--- src/design/sbc_pkg.sv ---
// ----------------------------------------------------------------------------
// sbc_pkg
// Shared types, widths and codes for the six-axis bias calibrator.
// ----------------------------------------------------------------------------
package sbc_pkg;

    // Sample and axis geometry
    localparam int SAMPLE_BITS  = 16;
    localparam int AXES         = 6;
    localparam int ACCEL_Z_AXIS = 2;

    // Configuration field widths
    localparam int CNT_W      = 10;
    localparam int ONE_G_W    = 15;
    localparam int CFG_IDX_W  = 2;
    localparam int CFG_DATA_W = 15;

    // Accumulator holds up to 1023 full-scale samples
    localparam int SUM_W  = SAMPLE_BITS + CNT_W;
    // Offset is clamped to a range wide enough that saturation is unchanged
    localparam int OFS_W  = SAMPLE_BITS + 2;
    localparam int STEP_W = $clog2(SUM_W);

    // Register indexes
    localparam logic [CFG_IDX_W-1:0] CFG_SAMPLE_COUNT = 2'd0;
    localparam logic [CFG_IDX_W-1:0] CFG_ONE_G        = 2'd1;

    // Register reset values
    localparam logic [CNT_W-1:0]   COUNT_RESET = 10'd100;
    localparam logic [ONE_G_W-1:0] ONE_G_RESET = 15'd16384;

    // Sequencer states
    typedef enum logic [1:0] {
        ST_RUN,
        ST_LOAD,
        ST_DIV,
        ST_WRITE
    } ctrl_state_t;

    // Input request
    typedef struct packed {
        logic                          op;
        logic signed [SAMPLE_BITS-1:0] accel_x;
        logic signed [SAMPLE_BITS-1:0] accel_y;
        logic signed [SAMPLE_BITS-1:0] accel_z;
        logic signed [SAMPLE_BITS-1:0] gyro_x;
        logic signed [SAMPLE_BITS-1:0] gyro_y;
        logic signed [SAMPLE_BITS-1:0] gyro_z;
    } in_item_t;

    // Result request
    typedef struct packed {
        logic signed [SAMPLE_BITS-1:0] corr_accel_x;
        logic signed [SAMPLE_BITS-1:0] corr_accel_y;
        logic signed [SAMPLE_BITS-1:0] corr_accel_z;
        logic signed [SAMPLE_BITS-1:0] corr_gyro_x;
        logic signed [SAMPLE_BITS-1:0] corr_gyro_y;
        logic signed [SAMPLE_BITS-1:0] corr_gyro_z;
        logic                          calibrating;
        logic                          calib_done;
    } out_item_t;

    // Controls broadcast from the sequencer to every lane
    typedef struct packed {
        logic             accum;
        logic             restart;
        logic             div_load;
        logic             div_step;
        logic             div_write;
        logic [CNT_W-1:0] divisor;
    } lane_ctl_t;

    // Sequencer status toward the top level
    typedef struct packed {
        logic busy;
        logic summed;
        logic done;
    } ctrl_stat_t;

endpackage

--- src/design/sbc_lane.sv ---
// ----------------------------------------------------------------------------
// sbc_lane
// One axis: bias correction with saturation, running sum, and a
// shift-subtract divider that turns the sum into the new offset.
// ----------------------------------------------------------------------------
module sbc_lane (
    input  logic                                  clk,
    input  logic                                  rst_n,
    input  sbc_pkg::lane_ctl_t                    ctl,
    input  logic signed [sbc_pkg::SAMPLE_BITS-1:0] sample,
    input  logic [sbc_pkg::ONE_G_W-1:0]           adj,
    output logic signed [sbc_pkg::SAMPLE_BITS-1:0] corr
);
    import sbc_pkg::*;

    localparam int DIFF_W = OFS_W + 1;
    localparam int QS_W   = SUM_W + 1;

    localparam logic [SAMPLE_BITS-1:0] SAT_MAX = {1'b0, {(SAMPLE_BITS-1){1'b1}}};
    localparam logic [SAMPLE_BITS-1:0] SAT_MIN = {1'b1, {(SAMPLE_BITS-1){1'b0}}};
    localparam logic [OFS_W-1:0]       OFS_MAX = {1'b0, {(OFS_W-1){1'b1}}};
    localparam logic [OFS_W-1:0]       OFS_MIN = {1'b1, {(OFS_W-1){1'b0}}};

    logic signed [SUM_W-1:0] sum_reg;
    logic signed [SUM_W-1:0] sum_next;
    logic signed [OFS_W-1:0] ofs_reg;
    logic [OFS_W-1:0]        ofs_next;
    logic                    neg_reg;
    logic [SUM_W-1:0]        quo_reg;
    logic [SUM_W-1:0]        quo_next;
    logic [CNT_W-1:0]        rem_reg;
    logic [CNT_W-1:0]        rem_next;

    logic [SUM_W-1:0]  sample_ext;
    logic [DIFF_W-1:0] diff;
    logic [CNT_W:0]    shifted;
    logic              fits;
    logic [QS_W-1:0]   quo_signed;
    logic [QS_W-1:0]   ofs_full;

    // Subtract offset and saturate to the sample range
    always_comb
    begin
        diff = {{(DIFF_W-SAMPLE_BITS){sample[SAMPLE_BITS-1]}}, sample}
             - {ofs_reg[OFS_W-1], ofs_reg};
        if ((diff[DIFF_W-1:SAMPLE_BITS-1] == '0) || (diff[DIFF_W-1:SAMPLE_BITS-1] == '1))
        begin
            corr = diff[SAMPLE_BITS-1:0];
        end
        else
        begin
            corr = diff[DIFF_W-1] ? SAT_MIN : SAT_MAX;
        end
    end

    // Accumulate raw samples; a restart makes this sample the first
    always_comb
    begin
        sample_ext = {{(SUM_W-SAMPLE_BITS){sample[SAMPLE_BITS-1]}}, sample};
        sum_next   = ctl.restart ? sample_ext : (sum_reg + sample_ext);
    end

    // One restoring divide step on the magnitude
    always_comb
    begin
        shifted  = {rem_reg, quo_reg[SUM_W-1]};
        fits     = (shifted >= {1'b0, ctl.divisor});
        rem_next = fits ? CNT_W'(shifted - {1'b0, ctl.divisor}) : shifted[CNT_W-1:0];
        quo_next = {quo_reg[SUM_W-2:0], fits};
    end

    // Restore the sign, drop the one-g term, clamp into the offset range
    always_comb
    begin
        quo_signed = neg_reg ? (QS_W'(0) - {1'b0, quo_reg}) : {1'b0, quo_reg};
        ofs_full   = quo_signed - {{(QS_W-ONE_G_W){1'b0}}, adj};
        if ((ofs_full[QS_W-1:OFS_W-1] == '0) || (ofs_full[QS_W-1:OFS_W-1] == '1))
        begin
            ofs_next = ofs_full[OFS_W-1:0];
        end
        else
        begin
            ofs_next = ofs_full[QS_W-1] ? OFS_MIN : OFS_MAX;
        end
    end

    // Hold sum and offset
    always_ff @(posedge clk or negedge rst_n)
    begin
        if (!rst_n)
        begin
            sum_reg <= '0;
            ofs_reg <= '0;
        end
        else
        begin
            if (ctl.accum)
            begin
                sum_reg <= sum_next;
            end
            if (ctl.div_write)
            begin
                ofs_reg <= ofs_next;
            end
        end
    end

    // Divider datapath
    always_ff @(posedge clk)
    begin
        if (ctl.div_load)
        begin
            neg_reg <= sum_reg[SUM_W-1];
            quo_reg <= sum_reg[SUM_W-1] ? (SUM_W'(0) - sum_reg) : sum_reg;
            rem_reg <= '0;
        end
        else if (ctl.div_step)
        begin
            quo_reg <= quo_next;
            rem_reg <= rem_next;
        end
    end

endmodule

--- src/design/sbc_ctrl.sv ---
// ----------------------------------------------------------------------------
// sbc_ctrl
// Calibration sequencer: run bookkeeping and the divide sequence
// shared by all lanes.
// ----------------------------------------------------------------------------
module sbc_ctrl (
    input  logic                          clk,
    input  logic                          rst_n,
    input  logic                          accept,
    input  logic                          start,
    input  logic [sbc_pkg::CNT_W-1:0]     cfg_count,
    input  logic [sbc_pkg::ONE_G_W-1:0]   cfg_one_g,
    output sbc_pkg::lane_ctl_t            ctl,
    output sbc_pkg::ctrl_stat_t           stat,
    output logic [sbc_pkg::ONE_G_W-1:0]   one_g
);
    import sbc_pkg::*;

    localparam logic [STEP_W-1:0] STEP_LAST = STEP_W'(SUM_W - 1);

    ctrl_state_t state_reg;
    ctrl_state_t state_next;

    logic               active_reg;
    logic               active_next;
    logic [CNT_W-1:0]   taken_reg;
    logic [CNT_W-1:0]   taken_next;
    logic [CNT_W-1:0]   div_n_reg;
    logic [ONE_G_W-1:0] one_g_reg;
    logic [STEP_W-1:0]  step_reg;

    logic [CNT_W-1:0] n_eff;
    logic [CNT_W-1:0] taken_inc;
    logic             summed;
    logic             done;

    // Decide whether this request is summed and whether it ends the run
    always_comb
    begin
        n_eff     = (cfg_count == '0) ? CNT_W'(1) : cfg_count;
        summed    = start || active_reg;
        taken_inc = (start ? '0 : taken_reg) + CNT_W'(1);
        done      = summed && (taken_inc >= n_eff);

        taken_next  = taken_reg;
        active_next = active_reg;
        if (accept && summed)
        begin
            taken_next  = done ? '0 : taken_inc;
            active_next = !done;
        end
    end

    // Next state
    always_comb
    begin
        state_next = state_reg;
        case (state_reg)
            ST_RUN:
            begin
                if (accept && done)
                begin
                    state_next = ST_LOAD;
                end
            end
            ST_LOAD:
            begin
                state_next = ST_DIV;
            end
            ST_DIV:
            begin
                if (step_reg == STEP_LAST)
                begin
                    state_next = ST_WRITE;
                end
            end
            ST_WRITE:
            begin
                state_next = ST_RUN;
            end
            default:
            begin
                state_next = ST_RUN;
            end
        endcase
    end

    // Outputs
    always_comb
    begin
        ctl.accum     = accept && summed;
        ctl.restart   = accept && start;
        ctl.div_load  = (state_reg == ST_LOAD);
        ctl.div_step  = (state_reg == ST_DIV);
        ctl.div_write = (state_reg == ST_WRITE);
        ctl.divisor   = div_n_reg;
        stat.busy     = (state_reg != ST_RUN);
        stat.summed   = summed;
        stat.done     = done;
        one_g         = one_g_reg;
    end

    // Control registers
    always_ff @(posedge clk or negedge rst_n)
    begin
        if (!rst_n)
        begin
            state_reg  <= ST_RUN;
            active_reg <= 1'b0;
            taken_reg  <= '0;
            step_reg   <= '0;
        end
        else
        begin
            state_reg  <= state_next;
            active_reg <= active_next;
            taken_reg  <= taken_next;
            step_reg   <= (state_reg == ST_DIV) ? (step_reg + STEP_W'(1)) : '0;
        end
    end

    // Latch divisor and one-g term for the divide that follows
    always_ff @(posedge clk)
    begin
        if (accept && done)
        begin
            div_n_reg <= n_eff;
            one_g_reg <= cfg_one_g;
        end
    end

endmodule

--- src/design/six_axis_bias_calibrator.sv ---
// ----------------------------------------------------------------------------
// six_axis_bias_calibrator
// Per-axis bias removal for a six-axis inertial sample stream, with
// calibration by averaging raw samples.
// ----------------------------------------------------------------------------
// Usage:
//   Input channel (in_valid / in_stall / in_data) takes one six-axis sample
//   per request. op = 1 starts a calibration run with that sample as first.
//   Output channel (out_valid / out_stall / out_data) returns one request per
//   input: each axis minus its offset, saturated, plus calibrating and
//   calib_done flags.
//   Config channel (cfg_valid / cfg_ready / cfg_index / cfg_data): index 0 is
//   the sample count per run (0 acts as 1), index 1 is one-g counts. Other
//   indexes are ignored. cfg_ready is always high; write only when idle.
// Timing:
//   A result is registered: it sits in the output register the cycle after
//   its sample is taken. One sample per cycle is accepted normally.
//   The sample that completes a run stalls the input while the sequencer
//   steps through its load, divide and write states; in the divide state
//   each lane's shift-subtract divider produces one quotient bit per cycle.
//   A stalled result holds in the output register; the input then stalls.
// Reset:
//   Offsets, sums and run state clear; count resets to 100, one-g to 16384.
// ----------------------------------------------------------------------------
module six_axis_bias_calibrator (
    input  logic                              clk,
    input  logic                              rst_n,
    input  logic                              in_valid,
    output logic                              in_stall,
    input  sbc_pkg::in_item_t                 in_data,
    output logic                              out_valid,
    input  logic                              out_stall,
    output sbc_pkg::out_item_t                out_data,
    input  logic                              cfg_valid,
    output logic                              cfg_ready,
    input  logic [sbc_pkg::CFG_IDX_W-1:0]     cfg_index,
    input  logic [sbc_pkg::CFG_DATA_W-1:0]    cfg_data
);
    import sbc_pkg::*;

    logic [CNT_W-1:0]   count_reg;
    logic [ONE_G_W-1:0] one_g_cfg_reg;

    logic       out_valid_reg;
    out_item_t  out_data_reg;
    out_item_t  out_data_next;

    logic       accept;
    lane_ctl_t  ctl;
    ctrl_stat_t stat;
    logic [ONE_G_W-1:0] one_g;

    logic signed [SAMPLE_BITS-1:0] sample_a [AXES];
    logic signed [SAMPLE_BITS-1:0] corr_a   [AXES];

    // Take a request when idle and the output register can move
    assign in_stall  = stat.busy || (out_valid_reg && out_stall);
    assign accept    = in_valid && !in_stall;
    assign cfg_ready = 1'b1;

    // Split the request into lanes
    assign sample_a[0] = in_data.accel_x;
    assign sample_a[1] = in_data.accel_y;
    assign sample_a[2] = in_data.accel_z;
    assign sample_a[3] = in_data.gyro_x;
    assign sample_a[4] = in_data.gyro_y;
    assign sample_a[5] = in_data.gyro_z;

    // Configuration registers
    always_ff @(posedge clk or negedge rst_n)
    begin
        if (!rst_n)
        begin
            count_reg     <= COUNT_RESET;
            one_g_cfg_reg <= ONE_G_RESET;
        end
        else if (cfg_valid && cfg_ready)
        begin
            case (cfg_index)
                CFG_SAMPLE_COUNT: count_reg     <= cfg_data[CNT_W-1:0];
                CFG_ONE_G:        one_g_cfg_reg <= cfg_data[ONE_G_W-1:0];
                default:          ;
            endcase
        end
    end

    sbc_ctrl u_ctrl (
        .clk       (clk),
        .rst_n     (rst_n),
        .accept    (accept),
        .start     (in_data.op),
        .cfg_count (count_reg),
        .cfg_one_g (one_g_cfg_reg),
        .ctl       (ctl),
        .stat      (stat),
        .one_g     (one_g)
    );

    // One lane per axis; only accel z drops the one-g term
    for (genvar g = 0; g < AXES; g++)
    begin : g_lane
        sbc_lane u_lane (
            .clk    (clk),
            .rst_n  (rst_n),
            .ctl    (ctl),
            .sample (sample_a[g]),
            .adj    ((g == ACCEL_Z_AXIS) ? one_g : ONE_G_W'(0)),
            .corr   (corr_a[g])
        );
    end

    // Merge lane results and run flags into one result request
    always_comb
    begin
        out_data_next.corr_accel_x = corr_a[0];
        out_data_next.corr_accel_y = corr_a[1];
        out_data_next.corr_accel_z = corr_a[2];
        out_data_next.corr_gyro_x  = corr_a[3];
        out_data_next.corr_gyro_y  = corr_a[4];
        out_data_next.corr_gyro_z  = corr_a[5];
        out_data_next.calibrating  = stat.summed;
        out_data_next.calib_done   = stat.done;
    end

    // Output register: load on accept, drop when taken
    always_ff @(posedge clk or negedge rst_n)
    begin
        if (!rst_n)
        begin
            out_valid_reg <= 1'b0;
        end
        else if (accept)
        begin
            out_valid_reg <= 1'b1;
        end
        else if (!out_stall)
        begin
            out_valid_reg <= 1'b0;
        end
    end

    always_ff @(posedge clk)
    begin
        if (accept)
        begin
            out_data_reg <= out_data_next;
        end
    end

    assign out_valid = out_valid_reg;
    assign out_data  = out_data_reg;

endmodule

--- config.mk ---
export PLATFORM = sky130hd
export DESIGN_NAME = six_axis_bias_calibrator
export DESIGN_NICKNAME = d
export VERILOG_FILES = /design/src/design/sbc_pkg.sv /design/src/design/sbc_lane.sv /design/src/design/sbc_ctrl.sv /design/src/design/six_axis_bias_calibrator.sv
export SDC_FILE = /design/constraint.sdc
export NUM_CORES = 2
export LEC_CHECK = 0
export BUFFER_PORTS_ARGS = -buffer_cell sky130_fd_sc_hd__buf_2
export CORE_ASPECT_RATIO = 0.75
export CORE_MARGIN = 3
export CORE_UTILIZATION = 55
export CTS_BUF_LIST = sky130_fd_sc_hd__clkbuf_2
export CTS_CLUSTER_DIAMETER = 80
export DETAILED_ROUTE_END_ITERATION = 8
export GPL_TIMING_DRIVEN = 0
export PLACE_DENSITY = 0.77
export SKIP_LAST_GASP = 1
export SLEW_MARGIN = 20
export SYNTH_ARGS = -nofsm -noshare
export SYNTH_HDL_FRONTEND = slang
export SYNTH_SLANG_ARGS = --single-unit
--- constraint.sdc ---
create_clock -name clk -period 4.7 [get_ports clk]
set_clock_uncertainty 0.15 [all_clocks]
set_input_delay 0.94 -clock clk [delete_from_list [all_inputs] [get_ports clk]]
set_output_delay 0.94 -clock clk [all_outputs]
set_load 0.05 [all_outputs]
Word-level counts from Yosys, hierarchy flattened
Cells that the tools add are included.

word-level totals
  register bits after elaboration = 653
  input bits = 119
  output and inout bits = 101
  logic and storage cells = 218

cells by class
  add/subtract/negate cells = 33
  magnitude comparators = 7
  eq/ne operators = 20
  multiplexer cells = 69
  reduce and logical (&&, ||, !) cells = 42

operators by type and width
  operator               count
  $mux 26                24
  $mux 18                12
  $mux 16                12
  $mux 27                6
  $sub 1x26->27 const A  6
  $add 26x26->26         6
  $sub 1x26->26 const A  6
  $sub 16x18->19         6
  $mux 10                9
  $logic_not 10->1       7
  $ge 11x10->1           6
  $eq 10x10->1 const B   6
  $sub 10x10->10         6
  $sub 27x15->27         1
  $eq 4x4->1 const B     6
  $logic_not 4->1        6
  $logic_or 1x1->1       14
  $add 10x1->10 const B  1
  $ge 10x10->1           1
  $pmux 2 s4             1
  $logic_and 1x1->1      6
  $ne 2x1->1 const B     3
  $reduce_and 2->1       3
  $add 5x1->5 const B    1
  other kinds (9)        16

Longest topological paths before layout
  depth after elaboration = 7
  gate-level depth with buffers = 19
  depth with buffers taken out = 17

By module
A second synthesis with hierarchy kept.

unflattened totals
  cell total of the unflattened synthesis = 6391
  area, all modules = 56116.3 sq um

modules (own cells, without submodules)
  module                           times used  cells an instance  area an instance (sq um)  seq. area each (sq um)
  sbc_lane (g_lane[1].u_lane ...)  3           985                8237.9                    2112.0
  sbc_lane (g_lane[5].u_lane)      1           1043               8488.1                    2112.0
  sbc_lane (g_lane[0].u_lane)      1           1037               8410.6                    2112.0
  sbc_lane (g_lane[4].u_lane)      1           1013               8326.7                    2112.0
  six_axis_bias_calibrator         1           161                4012.6                    3598.5
  sbc_ctrl                         1           182                2164.6                    1201.2

Least setup slack after synthesis
OpenSTA, ideal clock, no wires.

  kind = in2reg
  start = in out_stall
  end = reg u_ctrl.taken_reg[0]
  setup time = 0.095 ns
  data arrival time = 5.074 ns
  required time = 4.455 ns
  setup slack = -0.620 ns
  stages = 9
  path buffers = 3
  path through = nand2_1 -> nand3_1 -> clkinv_1 -> nand2_1 -> clkbuf_1 -> clkbuf_1 -> clkbuf_1 -> nand2_1 -> o31ai_1

between the ends
  cells in the longest elaborated chain, start to end = 5

ends and longest elaborated chain
  item                  RTL line                        text
  start, declared       six_axis_bias_calibrator.sv:32  input logic out_stall,
  $logic_and 1x1->1     six_axis_bias_calibrator.sv:57  assign in_stall = stat.busy || (out_valid_reg && out_stall);
  $logic_or 1x1->1      six_axis_bias_calibrator.sv:57
  $logic_not 1->1       six_axis_bias_calibrator.sv:58  assign accept = in_valid && !in_stall;
  $logic_and 1x1->1     six_axis_bias_calibrator.sv:58
  net accept            six_axis_bias_calibrator.sv:48  logic accept;
  $logic_and 1x1->1     sbc_ctrl.sv:47                  if (accept && summed)
  end signal, assigned  sbc_ctrl.sv:117                 taken_reg <= taken_next;
  end, declared         sbc_ctrl.sv:26                  logic [CNT_W-1:0] taken_reg;

The timed path passes the listed nets, and every way through them passes these cells.
A chain may end at the register's enable or synchronous reset.

Final worst setup path
  start = reg g_lane[2].u_lane.quo_reg[4]
  end = reg g_lane[2].u_lane.ofs_reg[3]

between the ends
  cells in the longest elaborated chain, start to end = 6
  elaborated cells on any way between the ends = 8
  classes of those cells = add/sub (2); eq/ne (1); mux (3); reduce/logical (2)

ends and longest elaborated chain
  item                                              RTL line         text
  start, declared                                   sbc_lane.sv:29   logic [SUM_W-1:0] quo_reg;
  start signal, assigned                            sbc_lane.sv:114  quo_reg <= sum_reg[SUM_W-1] ? (SUM_W'(0) - sum_reg) : sum_reg;
  start signal, assigned                            sbc_lane.sv:119  quo_reg <= quo_next;
  $sub 1x26->27                                     sbc_lane.sv:75   quo_signed = neg_reg ? (QS_W'(0) - {1'b0, quo_reg}) : {1'b0, quo_reg};
  $mux 27 *                                         sbc_lane.sv:75
  $sub 27x15->27 *                                  sbc_lane.sv:76   ofs_full = quo_signed - {{(QS_W-ONE_G_W){1'b0}}, adj};
  $eq 10x10->1 or $logic_not 10->1 (tied branches)  sbc_lane.sv:77   if ((ofs_full[QS_W-1:OFS_W-1] == '0) || (ofs_full[QS_W-1:OFS_W-1] == '1))
  $logic_or 1x1->1                                  sbc_lane.sv:77
  $mux 18 *                                         sbc_lane.sv:77
  end signal, assigned                              sbc_lane.sv:103  ofs_reg <= ofs_next;
  end, declared                                     sbc_lane.sv:26   logic signed [OFS_W-1:0] ofs_reg;

Mark *: on every way between the ends. The rest lies on a longest branch, timed or not.

==> out/qor.yml <==
status:
  outcome: "finished, violations left"
  violations: "setup timing"
clock_tree:
  clockRootBuffer: "clkbuf_2"
  insertion_delay_ns: 1.54
  cts_tree: "yes"
  clk_pin_slew_ns: 0.12
  cts_buffer_depth: 3
  htreeDepth: 4
  clock_sinks: 653
  cts_buffers: 172
drt:
  ant_nets: 0
  vias: 46300
  dr.pass1.iters: 7
  drcViolationCount: 0
  wl_per_cell_um: 20.9
  via_per_inst: 6.21
  drt_iter0_markers: 5250
  drt_wl_total_mm: 155
place:
  gp_congestion: 0.961
  hpwlAfterDp_mm: 112
  place_ws_ns: -1.45
  port_buffers: 218
timing:
  tightestPinTransition_ns: 1.23
  fmax_mhz: 210
  setup_tns_ns: -0.160
  whs_ns: 0.0711
  fin_ws_ns: -0.0567
  slew_viol_final: 0
  relSlewSlack: 0.181
  rsz0062_at_grt: "true"
  post-route-min-period_ns: 4.76
  setup_viol: 11
  post-route-period-util: 1.01
  hold_viol_final: 0
power:
  ir_drop_v: 0.000405
  power_leakage_nw: 23.7
  p_per_area_nw_per_um2: 767
worst_setup_path:
  cp-start-kind: "register"
  cp_max_fo: 4
  arrival_ns: 6.02
  crit_type: "reg -> reg"
  worstSetupEndpointType: "register"
  cp.required_ns: 5.96
synthesis:
  ys.warnings.count: 0
  async_reset_ff_frac: 0.472
  ys_ff_latch: 653
  synth_ff_type: "dfrtp_1"
  yosysUniqueCellTypes: 91
  synthCells: 5542
  ys_seq_area_frac: 0.360
  synth.avg_cell_area_sq_um: 8.77
  syn_nets: 6042
  synth_area_sq_um: 48600
  synth_edf_count: 285
finish:
  fin_util: 0.642
  area_growth_pct: 14.6
  final_common_cell: "nor2_1"
  multi_input_area_sq_um: 29600
  layout_common_cells: "546 x nor2_1, 472 x nand2_1, 462 x a21oi_1, 419 x o21ai_0, 359 x ha_1"
  fin_nets: 6642
  drive_gt1_frac: 0.123
  fillers: 7154
  regArea_sq_um: 17500
global_route:
  grt_util_all_layers: 0.328
  grt_start_max_net_pins: 90
  grt_pass1_wl_mm: 240
  antenna_found_initial: 9
  grt_pass1_vias: 43300
  overflow: 0
job:
  cap_viol_max_count: 0
floorplanning:
  dieArea_sq_um: 92000
  die_w_um: 349
  ios: 220
  die_y_um: 263
  rows: 93
  initial_core_util: 0.560
  coreArea_sq_um: 86700
min_path:
  hp-class: "in -> reg"
repair_timing:
item / in CTS / in global routing
hold endpoints to repair: 392 / 0
hold buffers: 171 / 0
gates cloned: 1 / 0
pin swaps: 22 / 22
setup buffers: 15 / 16
gates resized for setup: 75 / 46
endpoints found under the setup margin: 169 / 169
layout make-up:
type,count,area share
multi-input combinational,4347,0.532
sequential,653,0.314
timing repair buffer,429,0.0588
tap,1140,0.0256
clock buffer,264,0.0237
inverter,304,0.0207
buffer,235,0.0173
clock inverter,61,0.00766
antenna,9,0.000405
final timing paths:
check | startpoint | endpoint | slack [ns] | depth (start not counted)
worst max-delay path | g_lane[2].u_lane.quo_reg[4]$_DFFE_PP_ | g_lane[2].u_lane.ofs_reg[3]$_DFFE_PN0N_ | -0.06 | 16
worst min-delay path | cfg_data[3] | one_g_cfg_reg[3]$_DFFE_PN0P_ | 0.07 | 3
worst max register to register | g_lane[2].u_lane.quo_reg[4]$_DFFE_PP_ | g_lane[2].u_lane.ofs_reg[3]$_DFFE_PN0N_ | -0.06 | 16
worst min register to register | one_g_cfg_reg[9]$_DFFE_PN0P_ | u_ctrl.one_g[9]$_DFFE_PP_ | 0.30 | 0
max in group asynchronous | rst_n | g_lane[3].u_lane.ofs_reg[1]$_DFFE_PN0N_ | 2.18 | 7
min in group asynchronous | rst_n | out_valid$_DFFE_PN0P_ | 0.25 | 3
kinds of logic (layout without fill, tap and decap cells):
kind of cell               Yosys count  count (layout)  synth area share
buffers and inverters              542            1293            0.0424
muxes                               97              97            0.0213
DFF                                653             653             0.360
xor gates and xnor gates           499             499            0.0900
AOI/OAI and AO/OA                 1691            1691             0.223
and+or+nand+nor                   1678            1678             0.162
other                                1              10         0.0000772
adders and majority gates          381             381             0.101
synthesized netlist by cell type, types with 19 or more instances:
cell type	n	area [sq um]
a21o_1	94	706
o21bai_1	30	225
edfxtp_1	285	8560
or4_1	34	255
and2_1	20	125
ha_1	362	4530
inv_1	301	1130
or3_1	75	469
dfxtp_1	60	1200
o221ai_1	20	175
nand2b_1	65	407
nor4_1	21	131
dfrtp_1	304	7610
nor3_1	107	536
xnor2_1	203	1780
o21a_1	64	480
clkbuf_1	214	803
nand3_1	98	490
nor2_1	548	2060
a31oi_1	42	263
a21oi_1	465	2330
and3_1	25	156
xor2_1	296	2590
o31ai_1	122	916
nand2_1	475	1780
a21boi_0	38	285
mux2_2	51	574
a211oi_1	59	443
mux2i_1	46	460
nor2b_1	84	526
o22ai_1	63	394
o211ai_1	26	195
nand4_1	43	269
fa_1	19	380
o41ai_1	52	455
or2_2	24	150
a311oi_1	44	385
o21ai_0	420	2100
per-layer routing:
layer,GRT usage,vias to the layer above,share of wire
met3,0.0846,372,0.11
met4,0.121,12,0.036
met1,0.468,22000,0.43
li1,-,21500,-
met2,0.478,2308,0.42
met5,0,-,0.00050
per-stage QoR:
step                instances  power [W]  cell area [sq um]
CTS                      7417     0.0417              55300
detailed placement       6908     0.0363              51400
finish                   7442     0.0427              55700
global placement         6900     0.0350              51100
floorplan                5542     0.0298              48600
global route             7438     0.0459              55700
where the power goes:
| group | internal (W) | total (W) | switching, W |
|---|---|---|---|
| logic | 0.0100 | 0.0260 | 0.0159 |
| clock network | 0.00185 | 0.00455 | 0.00269 |
| registers | 0.00952 | 0.0122 | 0.00270 |
| total | 0.0214 | 0.0427 | 0.0213 |
critical path, stage by stage (launching register included):
cell and delay, ns:
edfxtp_1 0.40, or3_4 0.40, or4_4 0.49, or3_4 0.36, o31ai_4 0.21, xnor2_2 0.10, ha_2 0.19, a21o_1 0.17
a21oi_2 0.15, nand4_1 0.19, or3_4 0.43, a2111oi_4 0.42, xor2_2 0.29, a41oi_4 0.08, nand2b_4 0.23, buf_4 0.18
o311ai_4 0.22
(Power assumes the default switching activity.)
